==> src/hw/rtl/dsit_pkg.sv <==
`timescale 1ns / 1ps
`default_nettype none
// ----------------------------------------------------------------------------
// dsit_pkg
// Shared types, constants and the date check for the sorted date table.
// ----------------------------------------------------------------------------
package dsit_pkg;

   // Default sizes
   localparam int DEPTH_DEF       = 16;
   localparam int HANDLE_BITS_DEF = 16;

   // Field widths of a date
   localparam int YEAR_BITS   = 12;
   localparam int MONTH_BITS  = 4;
   localparam int DAY_BITS    = 5;
   localparam int KEY_BITS    = YEAR_BITS + MONTH_BITS + DAY_BITS;
   localparam int STATUS_BITS = 3;
   localparam int KIND_BITS   = 2;

   // Date limits
   localparam int YEAR_MIN  = 2000;
   localparam int YEAR_MAX  = 3000;
   localparam int MONTH_MAX = 12;
   localparam int DAYS_LONG = 31;
   localparam int DAYS_SHORT = 30;
   localparam int DAYS_FEB  = 29;

   // Month codes with special day limits
   localparam logic [MONTH_BITS-1:0] MON_FEB = 4'd2;
   localparam logic [MONTH_BITS-1:0] MON_APR = 4'd4;
   localparam logic [MONTH_BITS-1:0] MON_JUN = 4'd6;
   localparam logic [MONTH_BITS-1:0] MON_SEP = 4'd9;
   localparam logic [MONTH_BITS-1:0] MON_NOV = 4'd11;

   // Request type carried in tuser
   localparam logic REQ_ADD  = 1'b0;
   localparam logic REQ_LIST = 1'b1;

   typedef enum logic [STATUS_BITS-1:0] {
      STAT_OK        = 3'd0,
      STAT_BAD_MONTH = 3'd1,
      STAT_BAD_DAY   = 3'd2,
      STAT_BAD_YEAR  = 3'd3,
      STAT_FULL      = 3'd4
   } status_type;

   typedef enum logic [KIND_BITS-1:0] {
      KIND_STATUS = 2'd0,
      KIND_ENTRY  = 2'd1,
      KIND_EMPTY  = 2'd2
   } kind_type;

   typedef enum logic [2:0] {
      S_IDLE,
      S_DECODE,
      S_ADD,
      S_LIST,
      S_FIN
   } state_type;

   // Controller to datapath
   typedef struct packed {
      logic capture;     // latch the accepted request
      logic add_commit;  // insert (if room) and load the add status
      logic scan_clear;  // restart the list scan
      logic scan_step;   // rotate the cell chain by one
      logic pend_load;   // take cell 0 into the pending entry
      logic pend_push;   // send the pending entry, not last
      logic out_final;   // send the closing response of a list
   } cmd_type;

   // Datapath to controller
   typedef struct packed {
      logic is_list;
      logic rsp_free;
      logic hit;
      logic pend_valid;
      logic scan_done;
   } sts_type;

   // Date check in the fixed order month, day, year
   function automatic status_type check_date(
      input logic [YEAR_BITS-1:0]  year,
      input logic [MONTH_BITS-1:0] month,
      input logic [DAY_BITS-1:0]   day
   );
      logic [DAY_BITS-1:0] lim;
      if ((month == MON_FEB)) begin
         lim = DAY_BITS'(DAYS_FEB);
      end else if ((month == MON_APR) || (month == MON_JUN) ||
                   (month == MON_SEP) || (month == MON_NOV)) begin
         lim = DAY_BITS'(DAYS_SHORT);
      end else begin
         lim = DAY_BITS'(DAYS_LONG);
      end
      priority if ((month == '0) || (month > MONTH_BITS'(MONTH_MAX))) begin
         return STAT_BAD_MONTH;
      end else if (day > lim) begin
         return STAT_BAD_DAY;
      end else if ((year < YEAR_BITS'(YEAR_MIN)) || (year > YEAR_BITS'(YEAR_MAX))) begin
         return STAT_BAD_YEAR;
      end else begin
         return STAT_OK;
      end
   endfunction

endpackage
`default_nettype wire

==> src/hw/rtl/date_sorted_insert_table_core.sv <==
`timescale 1ns / 1ps
`default_nettype none
// ----------------------------------------------------------------------------
// date_sorted_insert_table_core
// Table of dated entries kept in ascending date order.
// ----------------------------------------------------------------------------
// An add request (tuser 0) checks the date, stores a failed date as a null
// 0/0/0 entry, inserts it (if there is room) in front of equal dates across
// all cells in parallel, and returns one status response. A list request
// (tuser 1) walks the table by rotating the cell chain one position per
// cycle, unless a response stall holds it; each non-null entry is sent in
// order and the last one carries tlast, or a single "empty" response comes
// back. Requests are taken one at a time.
module date_sorted_insert_table_core #(
   parameter int DEPTH       = dsit_pkg::DEPTH_DEF,
   parameter int HANDLE_BITS = dsit_pkg::HANDLE_BITS_DEF,
   localparam int IN_W  = ((dsit_pkg::KEY_BITS + HANDLE_BITS + 7) / 8) * 8,
   localparam int OUT_W = ((dsit_pkg::STATUS_BITS + dsit_pkg::KEY_BITS +
                            HANDLE_BITS + 7) / 8) * 8
) (
   input  wire                  clock,
   input  wire                  reset,
   input  wire                  req_tvalid,
   output logic                 req_tready,
   input  wire  [IN_W-1:0]      req_tdata,   // year, month, day, desc_handle
   input  wire  [0:0]           req_tuser,   // req_type
   output logic                 rsp_tvalid,
   input  wire                  rsp_tready,
   output logic [OUT_W-1:0]     rsp_tdata,   // status, out_year, out_month,
                                             // out_day, out_handle
   output logic [dsit_pkg::KIND_BITS-1:0] rsp_tuser,  // kind
   output logic                 rsp_tlast
);

   dsit_pkg::cmd_type cmd;
   dsit_pkg::sts_type sts;

   dsit_ctrl u_ctrl (
      .clock      (clock),
      .reset      (reset),
      .req_tvalid (req_tvalid),
      .req_tready (req_tready),
      .sts        (sts),
      .cmd        (cmd)
   );

   dsit_datapath #(
      .DEPTH       (DEPTH),
      .HANDLE_BITS (HANDLE_BITS),
      .IN_W        (IN_W),
      .OUT_W       (OUT_W)
   ) u_datapath (
      .clock      (clock),
      .reset      (reset),
      .req_tdata  (req_tdata),
      .req_tuser  (req_tuser),
      .rsp_tvalid (rsp_tvalid),
      .rsp_tready (rsp_tready),
      .rsp_tdata  (rsp_tdata),
      .rsp_tuser  (rsp_tuser),
      .rsp_tlast  (rsp_tlast),
      .cmd        (cmd),
      .sts        (sts)
   );

endmodule
`default_nettype wire

==> src/hw/rtl/dsit_ctrl.sv <==
`timescale 1ns / 1ps
`default_nettype none
// ----------------------------------------------------------------------------
// dsit_ctrl
// Sequencer for add and list requests; drives the datapath by commands.
// ----------------------------------------------------------------------------
module dsit_ctrl (
   input  wire                 clock,
   input  wire                 reset,
   input  wire                 req_tvalid,
   output logic                req_tready,
   input  dsit_pkg::sts_type   sts,
   output dsit_pkg::cmd_type   cmd
);

   dsit_pkg::state_type state_ff, state_in;

   // State register
   always_ff @(posedge clock) begin
      if (reset) begin
         state_ff <= dsit_pkg::S_IDLE;
      end else begin
         state_ff <= state_in;
      end
   end

   // Next state and commands
   always_comb begin
      state_in   = state_ff;
      cmd        = '0;
      req_tready = 1'b0;
      unique case (state_ff)
         dsit_pkg::S_IDLE: begin
            req_tready = 1'b1;
            if (req_tvalid) begin
               cmd.capture = 1'b1;
               state_in    = dsit_pkg::S_DECODE;
            end
         end
         dsit_pkg::S_DECODE: begin
            if (sts.is_list) begin
               cmd.scan_clear = 1'b1;
               state_in       = dsit_pkg::S_LIST;
            end else begin
               state_in = dsit_pkg::S_ADD;
            end
         end
         dsit_pkg::S_ADD: begin
            if (sts.rsp_free) begin
               cmd.add_commit = 1'b1;
               state_in       = dsit_pkg::S_IDLE;
            end
         end
         dsit_pkg::S_LIST: begin
            // One cell per cycle; a hit with a pending entry needs the output
            if (sts.scan_done) begin
               state_in = dsit_pkg::S_FIN;
            end else if (!sts.hit) begin
               cmd.scan_step = 1'b1;
            end else if (!sts.pend_valid) begin
               cmd.pend_load = 1'b1;
               cmd.scan_step = 1'b1;
            end else if (sts.rsp_free) begin
               cmd.pend_push = 1'b1;
               cmd.pend_load = 1'b1;
               cmd.scan_step = 1'b1;
            end
         end
         dsit_pkg::S_FIN: begin
            if (sts.rsp_free) begin
               cmd.out_final = 1'b1;
               state_in      = dsit_pkg::S_IDLE;
            end
         end
         default: begin
            state_in = dsit_pkg::S_IDLE;
         end
      endcase
   end

endmodule
`default_nettype wire

==> src/hw/rtl/dsit_datapath.sv <==
`timescale 1ns / 1ps
`default_nettype none
// ----------------------------------------------------------------------------
// dsit_datapath
// Sorted cell chain with parallel compare-and-shift insert, rotating list
// scan, pending entry and the response register.
// ----------------------------------------------------------------------------
module dsit_datapath #(
   parameter int DEPTH       = dsit_pkg::DEPTH_DEF,
   parameter int HANDLE_BITS = dsit_pkg::HANDLE_BITS_DEF,
   parameter int IN_W        = 40,
   parameter int OUT_W       = 40
) (
   input  wire                     clock,
   input  wire                     reset,
   input  wire  [IN_W-1:0]         req_tdata,
   input  wire  [0:0]              req_tuser,
   output logic                    rsp_tvalid,
   input  wire                     rsp_tready,
   output logic [OUT_W-1:0]        rsp_tdata,
   output logic [dsit_pkg::KIND_BITS-1:0] rsp_tuser,
   output logic                    rsp_tlast,
   input  dsit_pkg::cmd_type       cmd,
   output dsit_pkg::sts_type       sts
);

   localparam int YB = dsit_pkg::YEAR_BITS;
   localparam int MB = dsit_pkg::MONTH_BITS;
   localparam int DB = dsit_pkg::DAY_BITS;
   localparam int KB = dsit_pkg::KEY_BITS;
   localparam int SB = dsit_pkg::STATUS_BITS;
   localparam int HB = HANDLE_BITS;
   localparam int CW = $clog2(DEPTH + 1);

   // Field offsets in tdata
   localparam int IN_MON  = YB;
   localparam int IN_DAY  = YB + MB;
   localparam int IN_HND  = YB + MB + DB;
   localparam int OUT_YR  = SB;
   localparam int OUT_MON = SB + YB;
   localparam int OUT_DAY = SB + YB + MB;
   localparam int OUT_HND = SB + YB + MB + DB;

   // Captured request
   logic          list_ff;
   logic [YB-1:0] year_ff;
   logic [MB-1:0] month_ff;
   logic [DB-1:0] day_ff;
   logic [HB-1:0] handle_ff;

   // Cell chain, key is {year, month, day}
   logic [KB-1:0] key_ff  [DEPTH];
   logic [HB-1:0] hnd_ff  [DEPTH];
   logic          null_ff [DEPTH];
   logic [CW-1:0] count_ff;

   // List scan
   logic [CW-1:0] scan_ff;
   logic          pend_valid_ff;
   logic [KB-1:0] pend_key_ff;
   logic [HB-1:0] pend_hnd_ff;

   // Response register
   logic                          rsp_valid_ff;
   logic [OUT_W-1:0]              rsp_data_ff, rsp_data_in;
   logic [dsit_pkg::KIND_BITS-1:0] rsp_user_ff, rsp_user_in;
   logic                          rsp_last_ff, rsp_last_in;
   logic                          rsp_load;

   // Insert evaluation
   dsit_pkg::status_type add_stat;
   logic                 full;
   logic                 ins_en;
   logic [KB-1:0]        new_key;
   logic                 new_null;
   logic [DEPTH-1:0]     lt;
   logic [DEPTH-1:0]     prev_lt;

   // Request capture
   always_ff @(posedge clock) begin
      if (cmd.capture) begin
         list_ff   <= req_tuser[0];
         year_ff   <= req_tdata[YB-1:0];
         month_ff  <= req_tdata[IN_MON +: MB];
         day_ff    <= req_tdata[IN_DAY +: DB];
         handle_ff <= req_tdata[IN_HND +: HB];
      end
   end

   // Status and new entry
   always_comb begin
      full     = (count_ff == CW'(DEPTH));
      add_stat = full ? dsit_pkg::STAT_FULL
                      : dsit_pkg::check_date(year_ff, month_ff, day_ff);
      new_null = (add_stat != dsit_pkg::STAT_OK);
      new_key  = new_null ? '0 : {year_ff, month_ff, day_ff};
      ins_en   = cmd.add_commit && !full;
   end

   // Per-cell strict earlier-than; true for a prefix of the chain
   always_comb begin
      for (int i = 0; i < DEPTH; i++) begin
         lt[i] = (CW'(i) < count_ff) && (key_ff[i] < new_key);
      end
      prev_lt = {lt[DEPTH-2:0], 1'b1};
   end

   // Cell chain: rotate for the scan, or keep / take new / shift for insert
   always_ff @(posedge clock) begin
      for (int i = 0; i < DEPTH; i++) begin
         if (cmd.scan_step) begin
            key_ff[i]  <= key_ff[(i + 1) % DEPTH];
            hnd_ff[i]  <= hnd_ff[(i + 1) % DEPTH];
            null_ff[i] <= null_ff[(i + 1) % DEPTH];
         end else if (ins_en && !lt[i]) begin
            if (prev_lt[i]) begin
               key_ff[i]  <= new_key;
               hnd_ff[i]  <= handle_ff;
               null_ff[i] <= new_null;
            end else begin
               key_ff[i]  <= key_ff[(i + DEPTH - 1) % DEPTH];
               hnd_ff[i]  <= hnd_ff[(i + DEPTH - 1) % DEPTH];
               null_ff[i] <= null_ff[(i + DEPTH - 1) % DEPTH];
            end
         end
      end
   end

   // Fill count and scan position
   always_ff @(posedge clock) begin
      if (reset) begin
         count_ff      <= '0;
         scan_ff       <= '0;
         pend_valid_ff <= 1'b0;
      end else begin
         if (ins_en) begin
            count_ff <= count_ff + 1'b1;
         end
         if (cmd.scan_clear) begin
            scan_ff       <= '0;
            pend_valid_ff <= 1'b0;
         end else begin
            if (cmd.scan_step) begin
               scan_ff <= scan_ff + 1'b1;
            end
            if (cmd.pend_load) begin
               pend_valid_ff <= 1'b1;
            end
         end
      end
   end

   // Pending entry, held back until the next hit or the end of the scan
   always_ff @(posedge clock) begin
      if (cmd.pend_load) begin
         pend_key_ff <= key_ff[0];
         pend_hnd_ff <= hnd_ff[0];
      end
   end

   // Response selection
   always_comb begin
      rsp_load    = cmd.add_commit || cmd.pend_push || cmd.out_final;
      rsp_data_in = '0;
      rsp_user_in = dsit_pkg::KIND_STATUS;
      rsp_last_in = 1'b1;
      if (cmd.add_commit) begin
         rsp_data_in[SB-1:0] = add_stat;
      end else if (cmd.pend_push || pend_valid_ff) begin
         rsp_user_in                  = dsit_pkg::KIND_ENTRY;
         rsp_last_in                  = !cmd.pend_push;
         rsp_data_in[OUT_YR +: YB]    = pend_key_ff[KB-1 -: YB];
         rsp_data_in[OUT_MON +: MB]   = pend_key_ff[DB +: MB];
         rsp_data_in[OUT_DAY +: DB]   = pend_key_ff[DB-1:0];
         rsp_data_in[OUT_HND +: HB]   = pend_hnd_ff;
      end else begin
         rsp_user_in = dsit_pkg::KIND_EMPTY;
      end
   end

   // Response register
   always_ff @(posedge clock) begin
      if (reset) begin
         rsp_valid_ff <= 1'b0;
      end else if (rsp_load) begin
         rsp_valid_ff <= 1'b1;
      end else if (rsp_tready) begin
         rsp_valid_ff <= 1'b0;
      end
   end

   always_ff @(posedge clock) begin
      if (rsp_load) begin
         rsp_data_ff <= rsp_data_in;
         rsp_user_ff <= rsp_user_in;
         rsp_last_ff <= rsp_last_in;
      end
   end

   assign rsp_tvalid = rsp_valid_ff;
   assign rsp_tdata  = rsp_data_ff;
   assign rsp_tuser  = rsp_user_ff;
   assign rsp_tlast  = rsp_last_ff;

   // Status to the controller
   always_comb begin
      sts.is_list    = (list_ff == dsit_pkg::REQ_LIST);
      sts.rsp_free   = !rsp_valid_ff || rsp_tready;
      sts.hit        = (scan_ff < count_ff) && !null_ff[0];
      sts.pend_valid = pend_valid_ff;
      sts.scan_done  = (scan_ff == CW'(DEPTH));
   end

endmodule
`default_nettype wire

==> config.mk <==
export PLATFORM = sky130hd
export DESIGN_NAME = date_sorted_insert_table_core
export DESIGN_NICKNAME = d
export VERILOG_FILES = /design/src/hw/rtl/dsit_pkg.sv /design/src/hw/rtl/date_sorted_insert_table_core.sv /design/src/hw/rtl/dsit_ctrl.sv /design/src/hw/rtl/dsit_datapath.sv
export SDC_FILE = /design/constraint.sdc
export NUM_CORES = 2
export LEC_CHECK = 0
export ABC_AREA = 1
export BUFFER_PORTS_ARGS = -buffer_cell sky130_fd_sc_hd__clkbuf_2
export CAP_MARGIN = 15
export CORE_MARGIN = 2
export CORE_UTILIZATION = 50
export DETAILED_ROUTE_END_ITERATION = 10
export PLACE_DENSITY = 0.66
export SLEW_MARGIN = 0
export SYNTH_ARGS = -nofsm -noshare
export SYNTH_HDL_FRONTEND = slang
export SYNTH_SLANG_ARGS = --single-unit
==> constraint.sdc <==
create_clock -name clock -period 9.4 [get_ports clock]
set_input_delay 0.47 -clock clock [delete_from_list [all_inputs] [get_ports clock]]
set_output_delay 0.47 -clock clock [all_outputs]
set_load 0.03 [all_outputs]
==> reports/qor.log <==
qor: synthesis.post-synth-top-area-cell edfxtp_1
qor: final_layout.n_fill_cell 7607
qor: setup_path.critPathMaxFanout 41
qor: die.coreArea 85550 um^2
qor: timing.finalHoldViolCount 0
qor: die.num_rows 107
qor: final_layout.layout.area.seq 22100 um^2
qor: cts.hold_buffers 38
qor: detailed_routing.post-route-drc-count 0
qor: min_path.min_delay_worst_endpoint u_datapath.handle_ff[7]
qor: cts.insertion_delay 0.65 ns
qor: detailed_routing.firstDrtPassIters 8
qor: setup_path.wp_data_required 9.91 ns
qor: synthesis.synthesis.area 43330 um^2
qor: die.dieWidth 298.4 um
qor: final_layout.finish.cell_count_without_fillers 6149
qor: global_routing.maximum_number_of_pins_on_one_net_before_global_route_repair 115
qor: synthesis.avgSynthCellArea 8.813 um^2
qor: global_routing.grt_first_pass_wirelength 210300 um
qor: outcome.outcome finished, final reports clean
qor: timing.max_freq 154.7 MHz
qor: synthesis.fraction_of_post_synthesis_cell_area_in_the_top_cell_type_by_area 50.32%
qor: timing.rsz0062_at_grt false
qor: synthesis.postSynthRegisterBits 741
qor: synthesis.synth_cell_types 47
qor: timing.layout_worst_path_cycle_share 68.75%
qor: placement.hpwlAfterDp 99400 um
qor: detailed_routing.dr.first_iter.drc_count 4959
qor: final_layout.num_antenna_cells 0
qor: setup_path.critPathCaptureType flop
qor: final_layout.synthToLayoutAreaGrowth 10.07%
qor: final_layout.drive_above_1_share 7.612%
qor: power.design_power_total 15.58 mW
qor: global_routing.antenna_found_initial 1
qor: cts.cts.sink_count 741
qor: timing.setup_viol_count_final 0
qor: detailed_routing.final_antenna_net_count 0
qor: cts.worst_setup_hold_path_clk_slew 0.06 ns
qor: cts.cts_tree built
qor: timing.timing.slew.headroom 20.57%
qor: cts.clock_path_buffers 3
qor: detailed_routing.vias_per_cell 6.008
qor: die.height_of_the_die 298.4 um
qor: synthesis.synth-seq-area-share 51.01%
qor: timing.fin_worst_skew 0.02044 ns
qor: min_path.timing.hold.worst_path_depth 1
qor: die.initial_utilization 50.65%
qor: final_layout.fin_nets 5313
qor: power.ir_drop 0.1681 mV
qor: cts.htree_num_levels 3
qor: setup_path.r2r_setup_slack 2.94 ns
qor: power.leakagePower 19.28 nW
qor: cts.post-cts-setup-buffers 0
qor: synthesis.synth-edff-count 726
qor: detailed_routing.via_count 36940
qor: cts.numCtsBuffers 84
qor: detailed_routing.routedWlPerCell 22.69 um
qor: synthesis.synthesis.instances 4916
qor: synthesis.post_synth_main_area_contributors edfxtp_1 50%, nand2_1 13%, ha_1 9.5%, nand3_1 5.8%, o21ai_0 4.1%
qor: cts.cts-resized-gates 0
qor: die.fp.dieArea 89020 um^2
qor: synthesis.synth_warnings 0
qor: timing.worst_slew_pin_slew 1.190 ns
qor: min_path.hold_start req_tdata[28]
qor: setup_path.critPathMaxStageDelay 0.83 ns
qor: global_routing.grt_remaining_overflow 0
qor: setup_path.critical_path.slowest_cell inv_1
qor: placement.numPlacedInstances 5953
qor: setup_path.r2r-start u_datapath.day_ff[0]
qor: cts.ctsRootBufferMaster clkbuf_16
qor: global_routing.via_count_of_the_first_global_routing_pass 34630
qor: setup_path.worst-setup-path-type reg2reg
qor: placement.place.gp.congestion 0.9406
qor: timing.final.setup.tns 0 ns
qor: setup_path.data_arrival_at_the_endpoint_of_the_critical_path 6.97 ns
qor: global_routing.grt_usage 30.79%
qor: job.timing.max_cap.violations 0
qor: synthesis.synth_nets 5291
qor: timing.layout_min_cycle_time 6.463 ns
qor: timing.slew_violations 0
qor: final_layout.multiInputGateArea 19020 um^2
qor: setup_path.setup.worst_path.start_class flop
qor: synthesis.yosys_most_used_dff edfxtp_1
qor: die.io-pin-count 90
qor: setup_path.rr_worst_depth 26
qor: min_path.hold_path_class in2reg
qor: setup_path.regToRegEndpoint u_datapath.hnd_ff[1][97]
qor: detailed_routing.finalWirelength 139500 um
qor: placement.io_buffers 86
qor: synthesis.ys_async_sr_fraction 0%
qor: power.powerDensity 326.7 nW/um^2
-- routing by layer --
metal,vias up,GRT usage (%),routed length (um)
met4,0,11.08,4856
met1,17460,44.28,58100
met3,293,6.529,17160
met5,-,0,0
met2,2108,46.00,59400
li1,17080,-,-
-- power by group --
group          switching [mW]  internal, mW  leakage, nW
clock network            1.44          1.83         1.28
logic                    3.99          1.80         11.2
registers                1.01          5.52         6.81
-- Yosys cell counts (14+ instances only) --
library cell,n
a211oi_1,26
a21oi_1,318
buf_2,128
buf_4,30
buf_6,14
clkbuf_1,95
dfxtp_1,15
edfxtp_1,726
ha_1,330
inv_1,217
inv_2,16
nand2_1,1490
nand2_2,15
nand3_1,504
nand3b_1,16
nand4_1,90
nor2_1,397
nor3_1,15
o21ai_0,352
o21ai_1,27
-- area by class of cell --
type | instances | share of cell area (%)
sequential | 741 | 46.34
multi-input combinational | 3657 | 39.88
clock buffer | 99 | 4.570
timing repair buffer | 221 | 3.363
tap | 1144 | 3.001
inverter | 233 | 1.834
clock inverter | 54 | 1.013
-- state kept, by name, indices dropped and copies added, names as in the netlist, 12 cells and up --
register and cells:
u_datapath.handle_ff 16, u_datapath.hnd_ff 256, u_datapath.key_ff 336, u_datapath.null_ff 16
u_datapath.pend_hnd_ff 16, u_datapath.pend_key_ff 21, u_datapath.rsp_tdata 40, u_datapath.year_ff 12
-- worst max path at each step --
stage,slack [ns],cells past startpoint,start,end
floorplan,2.88,26,u_datapath.month_ff[2],u_datapath.hnd_ff[0][64]
global placement,3.01,25,u_datapath.day_ff[0],u_datapath.key_ff[3][17]
detailed placement,2.84,25,u_datapath.month_ff[3],u_datapath.key_ff[3][8]
CTS,2.80,25,u_datapath.month_ff[3],u_datapath.hnd_ff[0][48]
global route,2.47,27,u_datapath.month_ff[3],u_datapath.hnd_ff[1][97]
finish,2.94,26,u_datapath.day_ff[0],u_datapath.hnd_ff[1][97]
-- critical path, delay by kind of cell (launching register included) --
family	cells	cell delay (ns)
adders and majority gates	2	0.61
and+or+nand+nor	14	2.22
AOI/OAI and AO/OA	3	0.34
DFF	1	0.32
buffers and inverters	7	2.73
-- logic make-up after synthesis --
kind of cell	share of synthesized area (%)
adder cells (fa/ha/maj)	9.530
XOR/XNOR	0.02022
AND/OR/NAND/NOR	24.89
flip-flops	51.01
AO/OA/AOI/OAI	9.172
buffers and inverters	5.374
-- layout by cell type, fill, tap and decap left out, drive strengths merged, types with 97 or more instances in the layout --
| cell | count |
|---|---|
| edfxtp | 726 |
| inv | 237 |
| nand2 | 1506 |
| ha | 330 |
| buf | 97 |
| a21oi | 323 |
| clkbuf | 185 |
| nand3 | 508 |
| nor2 | 407 |
| o21ai | 379 |
-- through the flow --
step                util [%]  cell area [um^2]  hold WS (ns)  worst slack (ns)
floorplan                  -             43330        0.4507             2.878
global placement       52.07             44550        0.4908             3.008
detailed placement     52.07             44550        0.4973             2.837
CTS                    55.63             47590      0.009363             2.803
global route           55.75             47690       0.01291             2.470
finish                 55.75             47690       0.02801             2.937
Note: power is estimated with default switching activity, not from simulation.
